File: config.mk
export PLATFORM = sky130hd
export DESIGN_NAME = oledtl_ctrl
export DESIGN_NICKNAME = d
export VERILOG_FILES = /design/src/hw/rtl/oledtl_pkg.sv /design/src/hw/rtl/oledtl_ctrl.sv
export SDC_FILE = /design/constraint.sdc
export NUM_CORES = 1
export LEC_CHECK = 0
export BUFFER_PORTS_ARGS = -buffer_cell sky130_fd_sc_hd__buf_2
export CORE_ASPECT_RATIO = 1.25
export CORE_MARGIN = 8
export CORE_UTILIZATION = 49
export CTS_BUF_LIST = sky130_fd_sc_hd__clkbuf_8
export DETAILED_ROUTE_END_ITERATION = 12
export PLACE_DENSITY = 0.81
export SLEW_MARGIN = 5
export SYNTH_ARGS = -nofsm -noshare
export SYNTH_HDL_FRONTEND = slang
export SYNTH_SLANG_ARGS = --single-unit
File: constraint.sdc
create_clock -name clk -period 2.2 [get_ports clk]
set_clock_uncertainty 0.1 [all_clocks]
set_input_delay 0.44 -clock clk [delete_from_list [all_inputs] [get_ports clk]]
set_output_delay 0.44 -clock clk [all_outputs]
set_load 0.02 [all_outputs]
File: src/hw/rtl/oledtl_pkg.sv
package oledtl_pkg;

    // Default sizing, overridable from the top level
    localparam int COLUMNS_PER_LINE_DEF = 21;
    localparam int CHUNK_BYTES_DEF      = 16;

    // Field widths
    localparam int OP_W    = 2;
    localparam int LINE_W  = 3;
    localparam int CH_W    = 8;
    localparam int ADDR_W  = 7;
    localparam int BYTE_W  = 8;
    localparam int REP_W   = 5;
    localparam int COL_W   = 5;
    localparam int STEP_W  = 5;
    localparam int GLYPH_W = 40;

    // Longest zero run a single result can carry
    localparam int REP_MAX = 31;

    typedef logic [OP_W-1:0]    op_t;
    typedef logic [LINE_W-1:0]  line_t;
    typedef logic [CH_W-1:0]    ch_t;
    typedef logic [ADDR_W-1:0]  addr_t;
    typedef logic [BYTE_W-1:0]  byte_t;
    typedef logic [REP_W-1:0]   rep_t;
    typedef logic [COL_W-1:0]   col_t;
    typedef logic [STEP_W-1:0]  step_t;
    typedef logic [GLYPH_W-1:0] glyph_t;

    // Item opcodes
    localparam op_t OP_START = 2'd0;
    localparam op_t OP_CHAR  = 2'd1;
    localparam op_t OP_END   = 2'd2;

    // Bus bytes
    localparam byte_t CTRL_CMD      = 8'h00;
    localparam byte_t CTRL_DATA     = 8'h40;
    localparam byte_t CMD_COL_ADDR  = 8'h21;
    localparam byte_t CMD_PAGE_ADDR = 8'h22;
    localparam byte_t COL_FIRST     = 8'd0;
    localparam byte_t COL_LAST      = 8'd127;

    // First printable code; everything else draws as a space
    localparam ch_t CH_FIRST = 8'd32;

    // Config register
    localparam logic  REG_I2C_ADDR   = 1'b0;
    localparam addr_t I2C_ADDR_RESET = 7'd60;

    // Sequencer step counts
    localparam int CMD_STEPS  = 12;
    localparam int CHAR_STEPS = 7;
    localparam int PAD_TXNS   = 8;
    localparam int PAD_STEPS  = 2 * PAD_TXNS;

    // Byte source select for a datapath feed step
    typedef logic [2:0] src_t;
    localparam src_t SRC_ZERO  = 3'd0;
    localparam src_t SRC_CMD   = 3'd1;
    localparam src_t SRC_CTRL  = 3'd2;
    localparam src_t SRC_GLYPH = 3'd3;
    localparam src_t SRC_PAD   = 3'd4;

    typedef struct packed {
        logic       load_item;
        logic       col_clear;
        logic       col_inc;
        logic       col_fill;
        logic       pad_init;
        logic       pad_dec;
        logic       feed;
        logic       flush;
        src_t       src;
        logic [2:0] idx;
        logic       txn_begin;
        logic       txn_end;
    } cmd_t;

    typedef struct packed {
        logic step_ok;
        logic line_full;
        logic pad_left;
    } sts_t;

    typedef struct packed {
        logic  start_txn;
        addr_t target_address;
        byte_t data_byte;
        rep_t  repeat_res;
        logic  stop_txn;
        logic  last;
    } res_t;

    // 5x7 font, codes 32..127; column 0 in the top byte
    function automatic glyph_t font_row(input logic [6:0] idx);
        glyph_t row;
        case (idx)
            7'd0:  row = 40'h0000000000;
            7'd1:  row = 40'h00005F0000;
            7'd2:  row = 40'h0007000700;
            7'd3:  row = 40'h147F147F14;
            7'd4:  row = 40'h242A7F2A12;
            7'd5:  row = 40'h2313086462;
            7'd6:  row = 40'h3649552250;
            7'd7:  row = 40'h0005030000;
            7'd8:  row = 40'h001C224100;
            7'd9:  row = 40'h0041221C00;
            7'd10: row = 40'h082A1C2A08;
            7'd11: row = 40'h08083E0808;
            7'd12: row = 40'h0050300000;
            7'd13: row = 40'h0808080808;
            7'd14: row = 40'h0060600000;
            7'd15: row = 40'h2010080402;
            7'd16: row = 40'h3E5149453E;
            7'd17: row = 40'h00427F4000;
            7'd18: row = 40'h4261514946;
            7'd19: row = 40'h2141454B31;
            7'd20: row = 40'h1814127F10;
            7'd21: row = 40'h2745454539;
            7'd22: row = 40'h3C4A494930;
            7'd23: row = 40'h0171090503;
            7'd24: row = 40'h3649494936;
            7'd25: row = 40'h064949291E;
            7'd26: row = 40'h0036360000;
            7'd27: row = 40'h0056360000;
            7'd28: row = 40'h0008142241;
            7'd29: row = 40'h1414141414;
            7'd30: row = 40'h4122140800;
            7'd31: row = 40'h0201510906;
            7'd32: row = 40'h324979413E;
            7'd33: row = 40'h7E1111117E;
            7'd34: row = 40'h7F49494936;
            7'd35: row = 40'h3E41414122;
            7'd36: row = 40'h7F4141221C;
            7'd37: row = 40'h7F49494941;
            7'd38: row = 40'h7F09090101;
            7'd39: row = 40'h3E41415132;
            7'd40: row = 40'h7F0808087F;
            7'd41: row = 40'h00417F4100;
            7'd42: row = 40'h2040413F01;
            7'd43: row = 40'h7F08142241;
            7'd44: row = 40'h7F40404040;
            7'd45: row = 40'h7F0204027F;
            7'd46: row = 40'h7F0408107F;
            7'd47: row = 40'h3E4141413E;
            7'd48: row = 40'h7F09090906;
            7'd49: row = 40'h3E4151215E;
            7'd50: row = 40'h7F09192946;
            7'd51: row = 40'h4649494931;
            7'd52: row = 40'h01017F0101;
            7'd53: row = 40'h3F4040403F;
            7'd54: row = 40'h1F2040201F;
            7'd55: row = 40'h7F2018207F;
            7'd56: row = 40'h6314081463;
            7'd57: row = 40'h0304780403;
            7'd58: row = 40'h6151494543;
            7'd59: row = 40'h00007F4141;
            7'd60: row = 40'h0204081020;
            7'd61: row = 40'h41417F0000;
            7'd62: row = 40'h0402010204;
            7'd63: row = 40'h4040404040;
            7'd64: row = 40'h0001020400;
            7'd65: row = 40'h2054545478;
            7'd66: row = 40'h7F48444438;
            7'd67: row = 40'h3844444420;
            7'd68: row = 40'h384444487F;
            7'd69: row = 40'h3854545418;
            7'd70: row = 40'h087E090102;
            7'd71: row = 40'h085454543C;
            7'd72: row = 40'h7F08040478;
            7'd73: row = 40'h00447D4000;
            7'd74: row = 40'h2040443D00;
            7'd75: row = 40'h007F102844;
            7'd76: row = 40'h00417F4000;
            7'd77: row = 40'h7C04180478;
            7'd78: row = 40'h7C08040478;
            7'd79: row = 40'h3844444438;
            7'd80: row = 40'h7C14141408;
            7'd81: row = 40'h081414187C;
            7'd82: row = 40'h7C08040408;
            7'd83: row = 40'h4854545420;
            7'd84: row = 40'h043F444020;
            7'd85: row = 40'h3C4040207C;
            7'd86: row = 40'h1C2040201C;
            7'd87: row = 40'h3C4030403C;
            7'd88: row = 40'h4428102844;
            7'd89: row = 40'h0C5050503C;
            7'd90: row = 40'h4464544C44;
            7'd91: row = 40'h0008364100;
            7'd92: row = 40'h00007F0000;
            7'd93: row = 40'h0041360800;
            7'd94: row = 40'h0804081008;
            7'd95: row = 40'h7F4141417F;
            default: row = '0;
        endcase
        return row;
    endfunction

endpackage

File: src/hw/rtl/oledtl_ctrl.sv
module oledtl_ctrl (
    input  logic              clk,
    input  logic              rst_n,
    input  logic              in_valid,
    input  oledtl_pkg::op_t   in_op,
    output logic              in_ready,
    input  oledtl_pkg::sts_t  sts,
    output oledtl_pkg::cmd_t  cmd
);
    import oledtl_pkg::*;

    localparam logic [2:0] ST_IDLE  = 3'd0;
    localparam logic [2:0] ST_CMD   = 3'd1;
    localparam logic [2:0] ST_CHAR  = 3'd2;
    localparam logic [2:0] ST_PAD   = 3'd3;
    localparam logic [2:0] ST_FLUSH = 3'd4;

    logic [2:0] state_reg, state_next;
    step_t      step_reg, step_next;

    always_ff @(posedge clk or negedge rst_n)
    begin
        if (!rst_n)
        begin
            state_reg <= ST_IDLE;
            step_reg  <= '0;
        end
        else
        begin
            state_reg <= state_next;
            step_reg  <= step_next;
        end
    end

    always_comb
    begin
        cmd        = '0;
        state_next = state_reg;
        step_next  = step_reg;
        in_ready   = (state_reg == ST_IDLE);

        case (state_reg)
            ST_IDLE:
            begin
                if (in_valid)
                begin
                    cmd.load_item = 1'b1;
                    step_next     = '0;
                    case (in_op)
                        OP_START:
                        begin
                            cmd.col_clear = 1'b1;
                            state_next    = ST_CMD;
                        end
                        OP_CHAR:
                        begin
                            // full line: drop the character
                            if (!sts.line_full)
                            begin
                                cmd.col_inc = 1'b1;
                                state_next  = ST_CHAR;
                            end
                        end
                        OP_END:
                        begin
                            cmd.pad_init = 1'b1;
                            cmd.col_fill = 1'b1;
                            state_next   = ST_PAD;
                        end
                        default:
                        begin
                        end
                    endcase
                end
            end

            // six two-byte command transactions
            ST_CMD:
            begin
                cmd.feed = 1'b1;
                cmd.idx  = step_reg[3:1];
                if (!step_reg[0])
                begin
                    cmd.src       = SRC_ZERO;
                    cmd.txn_begin = 1'b1;
                end
                else
                begin
                    cmd.src     = SRC_CMD;
                    cmd.txn_end = 1'b1;
                end
                if (sts.step_ok)
                begin
                    if (step_reg == step_t'(CMD_STEPS - 1))
                        state_next = ST_FLUSH;
                    else
                        step_next = step_reg + 1'b1;
                end
            end

            // 0x40, five glyph columns, spacer
            ST_CHAR:
            begin
                cmd.feed = 1'b1;
                cmd.idx  = 3'(step_reg - 1'b1);
                if (step_reg == '0)
                begin
                    cmd.src       = SRC_CTRL;
                    cmd.txn_begin = 1'b1;
                end
                else if (step_reg == step_t'(CHAR_STEPS - 1))
                begin
                    cmd.src     = SRC_ZERO;
                    cmd.txn_end = 1'b1;
                end
                else
                begin
                    cmd.src = SRC_GLYPH;
                end
                if (sts.step_ok)
                begin
                    if (step_reg == step_t'(CHAR_STEPS - 1))
                        state_next = ST_FLUSH;
                    else
                        step_next = step_reg + 1'b1;
                end
            end

            // pad transactions: 0x40 then one zero run of a chunk
            ST_PAD:
            begin
                if (!step_reg[0] && (!sts.pad_left || step_reg == step_t'(PAD_STEPS)))
                begin
                    state_next = ST_FLUSH;
                end
                else
                begin
                    cmd.feed = 1'b1;
                    if (!step_reg[0])
                    begin
                        cmd.src       = SRC_CTRL;
                        cmd.txn_begin = 1'b1;
                    end
                    else
                    begin
                        cmd.src     = SRC_PAD;
                        cmd.txn_end = 1'b1;
                        cmd.pad_dec = sts.step_ok;
                    end
                    if (sts.step_ok)
                        step_next = step_reg + 1'b1;
                end
            end

            ST_FLUSH:
            begin
                cmd.flush = 1'b1;
                if (sts.step_ok)
                    state_next = ST_IDLE;
            end

            default:
            begin
                state_next = ST_IDLE;
            end
        endcase
    end

endmodule

==> results.yml, run 1 <==
finish:
  syn2layout_area_growth_pct: 35.14
  layout.nets: 161
  drive_gt1_frac: 0.4483
  largest_reg_flops: 5
  antenna_cells: 0
  n_fill_cell: 156
clock_network:
  root_buffer: "clkbuf_8"
  tritoncts: "built"
  clk_latency_ns: 0.22
  h-tree-depth: 1
  cts.path.max_buffers: 2
  cts_buffers: 3
  clkSinkCount: 8
  path_clk_slew_ns: 0.04
synth:
  synth_seq_area_share: 0.2114
  synth.largest_area_cell: "dfrtp_1"
  ys.flop_type: "dfrtp_1"
  yosysUniqueCellTypes: 48
  synth_top_area_share: 0.2114
  synth_fp_nets: 127
  ys_top_cells_by_count: "12 x nor2_1, 9 x nand2_1, 8 x dfrtp_1, 7 x inv_1, 6 x ha_1"
  ys_ff_latch: 8
  syn_area_um2: 947.2
  netlist_top_cells_area: "dfrtp_1 21%, ha_1 7.9%, nor2_1 4.8%"
  yosysWarnings: 0
  synth_most_common_cell: "nor2_1"
  synth-edff-count: 0
  synth-async-reset-ratio: 1.000
  syn_area_per_cell_um2: 8.382
  postSynthCellCount: 113
critical_path:
  path_cells: "inv_1 > ha_4 > and4bb_2 > nand2b_4 > a41oi_2 > buf_4"
  cpPeakStageDelay_ns: 0.37
  worstSetupStartpointType: "flip-flop"
  critical-path-top-delay-family: "simple AND/OR/NAND/NOR gates"
  required_ns: 1.66
  crit_buf_inv: 2
  critPathMaxFanout: 3
  crit_path_end_kind: "output port"
  cp_slowest_cell: "dfrtp_1"
  worstPathArrival_ns: 1.61
  crit_type: "flip-flop to output port"
placement:
  port_buffers: 24
  place_ws_ns: 0.1089
  gp_congestion: 0.8675
  dpl.hpwl_um: 1955
power:
  intPower_w: 0.0009231
  ir_drop_uv: 654.3
  p_per_area_mw_per_mm2: 1407
  comb_power_share: 0.729
  sw_frac_of_total: 0.4874
  p_total_w: 0.001801
  p_leak_nw: 0.6181
  pwr-share-clk: 0.097
  power.share.sequential: 0.174
  p_sw_w: 0.0008777
route:
  routed_wl_um: 2601
  wl_per_cell_um: 15.76
  viasPerCell: 5.848
  vias: 965
  drt-pass1-iter-count: 4
  drt_iter0_drc: 36
  drc_errors: 0
  drtAntennaViolNets: 0
grt:
  grt_pass1_wl_um: 4133
  antenna_found_initial: 0
  grt_pass1_vias: 947
  grt.overflow.total: 0
  grt_start_max_net_pins: 15
  track_usage: 0.1332
floorplanning:
  start_util: 0.5007
  dieArea_mm2: 0.003605
  die_h_um: 65.16
  die_x_um: 55.33
  boundaryPins: 25
  rows: 18
  core_mm2: 0.001892
sta:
  drv_slew: 0
  max_freq_ghz: 0.4655
  worst_pin_slew_ns: 0.4727
  worst_slack_ns: 0.05182
  fin_crit_ns: 2.148
  finalSetupViolCount: 0
  report.final.hold_viol_count: 0
  post-route-period-util: 0.9764
  rsz0062_at_grt: "true"
  slew_headroom: 0.6842
worst_hold_path:
  hold_path.class: "primary input to flip-flop"
status:
  outcome: "finished clean"
job:
  max_cap_viol_count: 0
## per-stage QoR
step	setup TNS (ns)	hold slack [ns]	util	area, um^2	instances
after global routing	-0.1358	0.3901	0.6766	1280	165
after CTS	-0.03335	0.3880	0.6303	1192	161
after global placement	0	0.1891	0.5946	1125	156
after floorplan	-0.01451	0.04441	-	975.9	113
after detailed placement	0	0.1922	0.5946	1125	156
final	0	0.3903	0.6766	1280	165
## path summary, 6_finish.rpt
check / startpoint / to / slack, ns / cells after the start
setup / recovery: step_reg[1]$_DFFE_PN0P_ / cmd[9] / 0.05 / 6
min in group asynchronous: rst_n / step_reg[4]$_DFFE_PN0P_ / 0.49 / 2
hold reg to reg: step_reg[1]$_DFFE_PN0P_ / step_reg[1]$_DFFE_PN0P_ / 0.48 / 2
max in group asynchronous: rst_n / state_reg[0]$_DFFE_PN0P_ / 1.33 / 2
setup reg to reg: step_reg[0]$_DFFE_PN0P_ / step_reg[0]$_DFFE_PN0P_ / 0.10 / 8
hold / removal: sts[2] / state_reg[2]$_DFFE_PN0P_ / 0.39 / 2
## cell type report
| type | instances | area (um^2) | share of cell area |
|---|---|---|---|
| timing repair buffer | 37 | 240.2 | 0.1877 |
| multi-input combinational | 90 | 744.5 | 0.5816 |
| inverter | 7 | 26.28 | 0.02053 |
| clock buffer | 3 | 41.29 | 0.03226 |
| sequential | 8 | 202.7 | 0.1584 |
| tap | 20 | 25.02 | 0.01955 |
## per-layer routing
| metal | share of wire | vias to the layer above | track usage |
|---|---|---|---|
| met5 | 0 | - | 0 |
| met4 | 0 | 0 | 0.03395 |
| met3 | 0.038 | 0 | 0.03468 |
| met2 | 0.55 | 28 | 0.2402 |
| met1 | 0.41 | 460 | 0.1518 |
| li1 | - | 477 | - |
## cell usage in the layout (no fill, tap or decap), drive strengths merged, types with 2 or more instances in the layout
cell     netlist  layout
and4bb         3       3
a22oi          2       2
nor3           3       3
and3           4       4
nand2b         4       4
o21ai          3       3
o211ai         2       2
nor2b          5       5
mux2           3       3
a21oi          5       5
nand3          3       3
nand2          9       9
dfrtp          8       8
a211o          2       2
inv            7       7
ha             6       6
nor2          12      12
clkbuf         4       3
buf            4      36
o2bb2ai        2       2
nand4          2       2
## power by group through the flow
stage / clock network (W) / logic [W] / registers (W)
after global routing: 0.000190 / 0.00142 / 0.000328
after floorplan: 0 / 0.000931 / 0.000242
after CTS: 0.000179 / 0.00121 / 0.000305
after detailed placement: 0 / 0.00117 / 0.000310
final: 0.000174 / 0.00131 / 0.000313
after global placement: 0 / 0.00116 / 0.000307
## logic make-up (layout without fill, tap and decap cells)
| group | Yosys count | after routing | share of synthesized area |
|---|---|---|---|
| AOI/OAI and AO/OA | 27 | 27 | 0.2431 |
| DFF | 8 | 8 | 0.2114 |
| xor gates and xnor gates | 1 | 1 | 0.009249 |
| buffers and inverters | 15 | 47 | 0.07793 |
| and+or+nand+nor | 52 | 52 | 0.3289 |
| muxes | 4 | 4 | 0.05019 |
| adders and majority gates | 6 | 6 | 0.07926 |
## repair_timing
action                                  CTS  global route
hold buffers                              1             0
endpoints found under the setup margin    7             8
cloned                                    0             0
resized for setup                         5            15
endpoints found under the hold margin     8             0
pin swaps                                 0             2
setup buffers                             1             4
(Power assumes the default switching activity.)
==> inputs of run 2 (changes only) <==
--- a/config.mk
+++ b/config.mk
@@ -11,7 +11,9 @@
 export CORE_UTILIZATION = 49
 export CTS_BUF_LIST = sky130_fd_sc_hd__clkbuf_8
 export DETAILED_ROUTE_END_ITERATION = 12
+export GPL_TIMING_DRIVEN = 0
 export PLACE_DENSITY = 0.81
+export REMOVE_ABC_BUFFERS = 1
 export SLEW_MARGIN = 5
 export SYNTH_ARGS = -nofsm -noshare
 export SYNTH_HDL_FRONTEND = slang
==> run 2 against run 1 <==
- flip-flop and latch count did not move
- hold slack got worse by 0.0027 ns
- largest power group unchanged
- non-clock buffer count decreased by 3
==> results.yml, run 2 (synthesis gave the netlist of run 1 again) <==
route:
  drt-pass1-iter-count: 4
  drtAntennaViolNets: 0
  wl_per_cell_um: 17.04
  drc_errors: 0
  drt_iter0_drc: 24
  viasPerCell: 6.167
  vias: 999
  routed_wl_um: 2761
clock_network:
  clk_latency_ns: 0.22
  cts_buffers: 3
  cts.path.max_buffers: 2
  root_buffer: "clkbuf_8"
  path_clk_slew_ns: 0.04
  h-tree-depth: 1
  tritoncts: "built"
  clkSinkCount: 8
power:
  p_leak_nw: 0.6010
  ir_drop_uv: 888.2
  p_per_area_mw_per_mm2: 1463
job:
  max_cap_viol_count: 0
sta:
  worst_hold_slack_ns: 0.3875
  post-route-period-util: 0.9893
  rsz0062_at_grt: "true"
  worst_pin_slew_ns: 0.5640
  drv_slew: 0
  report.final.hold_viol_count: 0
  max_freq_ghz: 0.4595
  fin_crit_ns: 2.176
  finalSetupViolCount: 0
  slew_headroom: 0.6232
critical_path:
  cp-endpoint: "cmd[5]"
  crit_type: "flip-flop to output port"
  crit_path_start: "step_reg[1]$_DFFE_PN0P_"
  critPathMaxFanout: 5
  required_ns: 1.66
  r2r_cells: 6
  crit_path_end_kind: "output port"
  r2r-start: "step_reg[0]$_DFFE_PN0P_"
  rr_endpoint: "step_reg[0]$_DFFE_PN0P_"
  reg2reg_slack_ns: 0.04
  worstPathArrival_ns: 1.64
  worstSetupStartpointType: "flip-flop"
finish:
  antenna_cells: 0
  layout.nets: 158
  layout_commonest_cell: "buf_2"
  syn2layout_area_growth_pct: 33.16
  largest_reg_flops: 5
  final_cell_mix: "21 x buf_2, 12 x nor2_1, 12 x buf_4"
  post_layout_nonfiller_instances: 162
  drive_gt1_frac: 0.4718
floorplanning:
  core_mm2: 0.001892
  die_x_um: 55.33
  rows: 18
  start_util: 0.5007
  boundaryPins: 25
  dieArea_mm2: 0.003605
  die_h_um: 65.16
grt:
  track_usage: 0.1420
  antenna_found_initial: 0
  grt.overflow.total: 0
  grt_pass1_wl_um: 4333
  grt_start_max_net_pins: 18
  grt_pass1_vias: 998
placement:
  dp.cells: 149
  dpl.hpwl_um: 1830
  gp_congestion: 0.8322
  port_buffers: 24
worst_hold_path:
  hold_path.class: "primary input to flip-flop"
status:
  outcome: "finished clean"
run 2: changes by cell type in the layout (fill, tap and decap cells not counted), sizes merged:
cell | previous run | this run
buf | 36 | 33
run 2: layout make-up:
cell class | instances | area (um^2)
Tap cell | 20 | 25.02
Multi-Input combinational cell | 90 | 754.5
Sequential cell | 8 | 206.4
Inverter | 7 | 28.78
Timing Repair Buffer | 34 | 205.2
Fill cell | 172 | 630.6
Clock buffer | 3 | 41.29
run 2: critical path: stages, from the launching register on:
cell and delay [ns]:
dfrtp_1 0.39, buf_4 0.16, ha_1 0.17, and4bb_4 0.23, nor3_2 0.12, a21oi_1 0.06
nor2_1 0.12, buf_4 0.16
run 2: how the worst min path moves through the flow:
stage | startpoint | to | slack [ns] | cells past startpoint
final | sts[2] | state_reg[2]$_DFFE_PN0P_ | 0.39 | 2
after global routing | sts[2] | state_reg[2]$_DFFE_PN0P_ | 0.39 | 2
after CTS | sts[2] | state_reg[2]$_DFFE_PN0P_ | 0.38 | 2
after detailed placement | rst_n | step_reg[1]$_DFFE_PN0P_ | 0.19 | 1
after global placement | rst_n | step_reg[3]$_DFFE_PN0P_ | 0.18 | 1
after floorplan | rst_n | state_reg[0]$_DFFE_PN0P_ | 0.04 | 0
run 2: layer usage:
metal / global-route usage / routed length (um)
met5: 0 / 0
met3: 0.04817 / 89
met4: 0.06790 / 105
met2: 0.2388 / 1377
met1: 0.1575 / 1189
run 2: through the flow:
stage	setup slack [ns]	power (W)	setup TNS (ns)	utilization	area (um^2)
after global placement	-0.1712	0.001335	-0.4162	0.5522	1045
after detailed placement	-0.2246	0.001366	-0.7105	0.5522	1045
after floorplan	-0.4386	0.001080	-0.5390	-	899.6
after global routing	-0.05058	0.001994	-0.1782	0.6667	1261
after CTS	-0.08761	0.001642	-0.5005	0.6164	1166
final	0.02354	0.001845	0	0.6667	1261
run 2: what timing repair did:
action,in CTS,in global routing
endpoints found under the setup margin,11,15
hold buffers,1,0
hold endpoints to repair,8,0
pin swaps,0,6
resized for setup,9,19
setup buffers,5,4
run 2: power breakdown:
part           switching (W)  total (W)  leakage, nW  internal [W]
sequential          0.000175   0.000387       0.0963      0.000212
clock              0.0000530   0.000171       0.0216      0.000118
combinational       0.000697    0.00129        0.483      0.000590
total               0.000925    0.00184        0.601      0.000920
==> inputs of run 3 (changes only) <==
--- a/config.mk
+++ b/config.mk
@@ -7,13 +7,14 @@
 export LEC_CHECK = 0
 export BUFFER_PORTS_ARGS = -buffer_cell sky130_fd_sc_hd__buf_2
 export CORE_ASPECT_RATIO = 1.25
-export CORE_MARGIN = 8
-export CORE_UTILIZATION = 49
+export CORE_MARGIN = 1
+export CORE_UTILIZATION = 30
 export CTS_BUF_LIST = sky130_fd_sc_hd__clkbuf_8
 export DETAILED_ROUTE_END_ITERATION = 12
 export GPL_TIMING_DRIVEN = 0
-export PLACE_DENSITY = 0.81
+export PLACE_DENSITY = 0.55
 export REMOVE_ABC_BUFFERS = 1
+export SKIP_LAST_GASP = 1
 export SLEW_MARGIN = 5
 export SYNTH_ARGS = -nofsm -noshare
 export SYNTH_HDL_FRONTEND = slang
==> run 3 against run 2 <==
- design area down 1.2%
- sequential share of layout area about the same
- sequential power is 6.5% lower
- critical endpoint is now cmd[1]
- largest power group unchanged
==> results.yml, run 3 (synthesis gave the netlist of run 1 again) <==
route:
  wl_per_cell_um: 13.28
  viasPerCell: 5.339
  drtAntennaViolNets: 0
  drc_errors: 0
  drt-pass1-iter-count: 4
  drt_iter0_drc: 15
  routed_wl_um: 2350
  vias: 945
finish:
  largest_reg_flops: 5
  fin_util: 0.4192
  antenna_cells: 0
  syn2layout_area_growth_pct: 31.57
  stdcell_area_mm2: 0.001246
  final_cell_mix: "22 x buf_2, 12 x nor2_1, 10 x buf_4"
  layout_commonest_cell: "buf_2"
  drive_gt1_frac: 0.4397
  layout.nets: 157
sta:
  post-route-period-util: 0.9756
  setup_tns_ns: 0
  finalSetupViolCount: 0
  max_freq_ghz: 0.4659
  report.final.hold_viol_count: 0
  rsz0062_at_grt: "true"
  worst_pin_slew_ns: 0.4956
  slew_headroom: 0.6696
  worst_slack_ns: 0.05358
  fin_crit_ns: 2.146
  drv_slew: 0
  worst_hold_slack_ns: 0.3953
critical_path:
  worstSetupStartpointType: "flip-flop"
  path_cells: "inv_4 > ha_4 > and4bb_2 > nor2b_4 > o21ai_1 > a21oi_1 > buf_2"
  crit_type: "flip-flop to output port"
  reg2reg_slack_ns: 0.09
  critical-path-top-delay-family: "simple AND/OR/NAND/NOR gates"
  cp_slowest_cell: "dfrtp_2"
  crit_buf_inv: 2
  worstPathArrival_ns: 1.61
  crit_path_end_kind: "output port"
  critPathMaxFanout: 4
  cpPeakStageDelay_ns: 0.38
  required_ns: 1.66
grt:
  grt.overflow.total: 0
  grt_pass1_wl_um: 3719
  track_usage: 0.1446
  grt_pass1_vias: 807
  grt_start_max_net_pins: 18
  antenna_found_initial: 0
floorplanning:
  core_mm2: 0.002973
  start_util: 0.3186
  dieArea_mm2: 0.003387
  boundaryPins: 25
  die_x_um: 52.26
  rows: 22
  die_h_um: 64.82
placement:
  place_area_mm2: 0.001065
  dpl.hpwl_um: 1736
  gp_congestion: 0.7641
  port_buffers: 24
  place_ws_ns: -0.2110
clock_network:
  cts.path.max_buffers: 2
  clk_latency_ns: 0.23
  clkSinkCount: 8
  root_buffer: "clkbuf_8"
  cts_buffers: 3
  path_clk_slew_ns: 0.04
  h-tree-depth: 1
  tritoncts: "built"
power:
  p_per_area_mw_per_mm2: 1369
  ir_drop_uv: 598.0
  p_leak_nw: 0.5935
status:
  outcome: "finished clean"
job:
  max_cap_viol_count: 0
worst_hold_path:
  hold_path.class: "primary input to flip-flop"
run 3: changes by cell type in the layout (fill, tap and decap cells not counted), sizes merged:
cell,before,now
buf,33,32
run 3: per-layer routing:
| metal | up-vias | share of wire | track usage |
|---|---|---|---|
| met5 | - | 0 | 0 |
| met4 | 0 | 0.0055 | 0.01974 |
| met3 | 2 | 0.041 | 0.04460 |
| met2 | 23 | 0.51 | 0.2372 |
| met1 | 453 | 0.45 | 0.1879 |
| li1 | 467 | - | - |
run 3: power breakdown:
part           switching [W]  total (W)  internal [W]
sequential          0.000152   0.000362      0.000209
combinational       0.000638    0.00117      0.000536
clock              0.0000528   0.000171      0.000118
total               0.000843    0.00171      0.000863
run 3: area by class of cell:
class | instances | area (um^2)
multi-input combinational | 90 | 732.0
sequential | 8 | 203.9
fill | 313 | 1727
clock buffer | 3 | 41.29
timing repair buffer | 33 | 195.2
tap | 36 | 45.04
inverter | 7 | 28.78
run 3: timing repair:
action                                  CTS  global route
pin swaps                                 0             3
buffers inserted                          3             5
endpoints found under the hold margin     8             0
resized for setup                        12             9
hold buffers                              1             0
endpoints found under the setup margin   11            10
run 3: worst paths after layout:
path | from | to | cells past startpoint
worst max-delay path | step_reg[0]$_DFFE_PN0P_ | cmd[1] | 7
worst min-delay path | sts[2] | state_reg[2]$_DFFE_PN0P_ | 2
worst max register to register | step_reg[0]$_DFFE_PN0P_ | step_reg[0]$_DFFE_PN0P_ | 6
worst min register to register | step_reg[1]$_DFFE_PN0P_ | step_reg[1]$_DFFE_PN0P_ | 2
max in group asynchronous | rst_n | state_reg[1]$_DFFE_PN0P_ | 2
min in group asynchronous | rst_n | step_reg[1]$_DFFE_PN0P_ | 2
run 3: through the flow:
stage / power (W) / cells
after floorplan: 0.001080 / 105
after global placement: 0.001349 / 165
after detailed placement: 0.001361 / 165
after CTS: 0.001641 / 172
after global routing: 0.001844 / 177
final: 0.001706 / 177
run 3: worst register-to-register path: cells and delay by family, from the launching register on:
family	cells	cell delay [ns]
adder cells (fa/ha/maj)	1	0.21
multiplexers	1	0.32
AND/OR/NAND/NOR	2	0.41
flip-flops	1	0.42
buffers and inverters	1	0.18
AO/OA/AOI/OAI	1	0.36
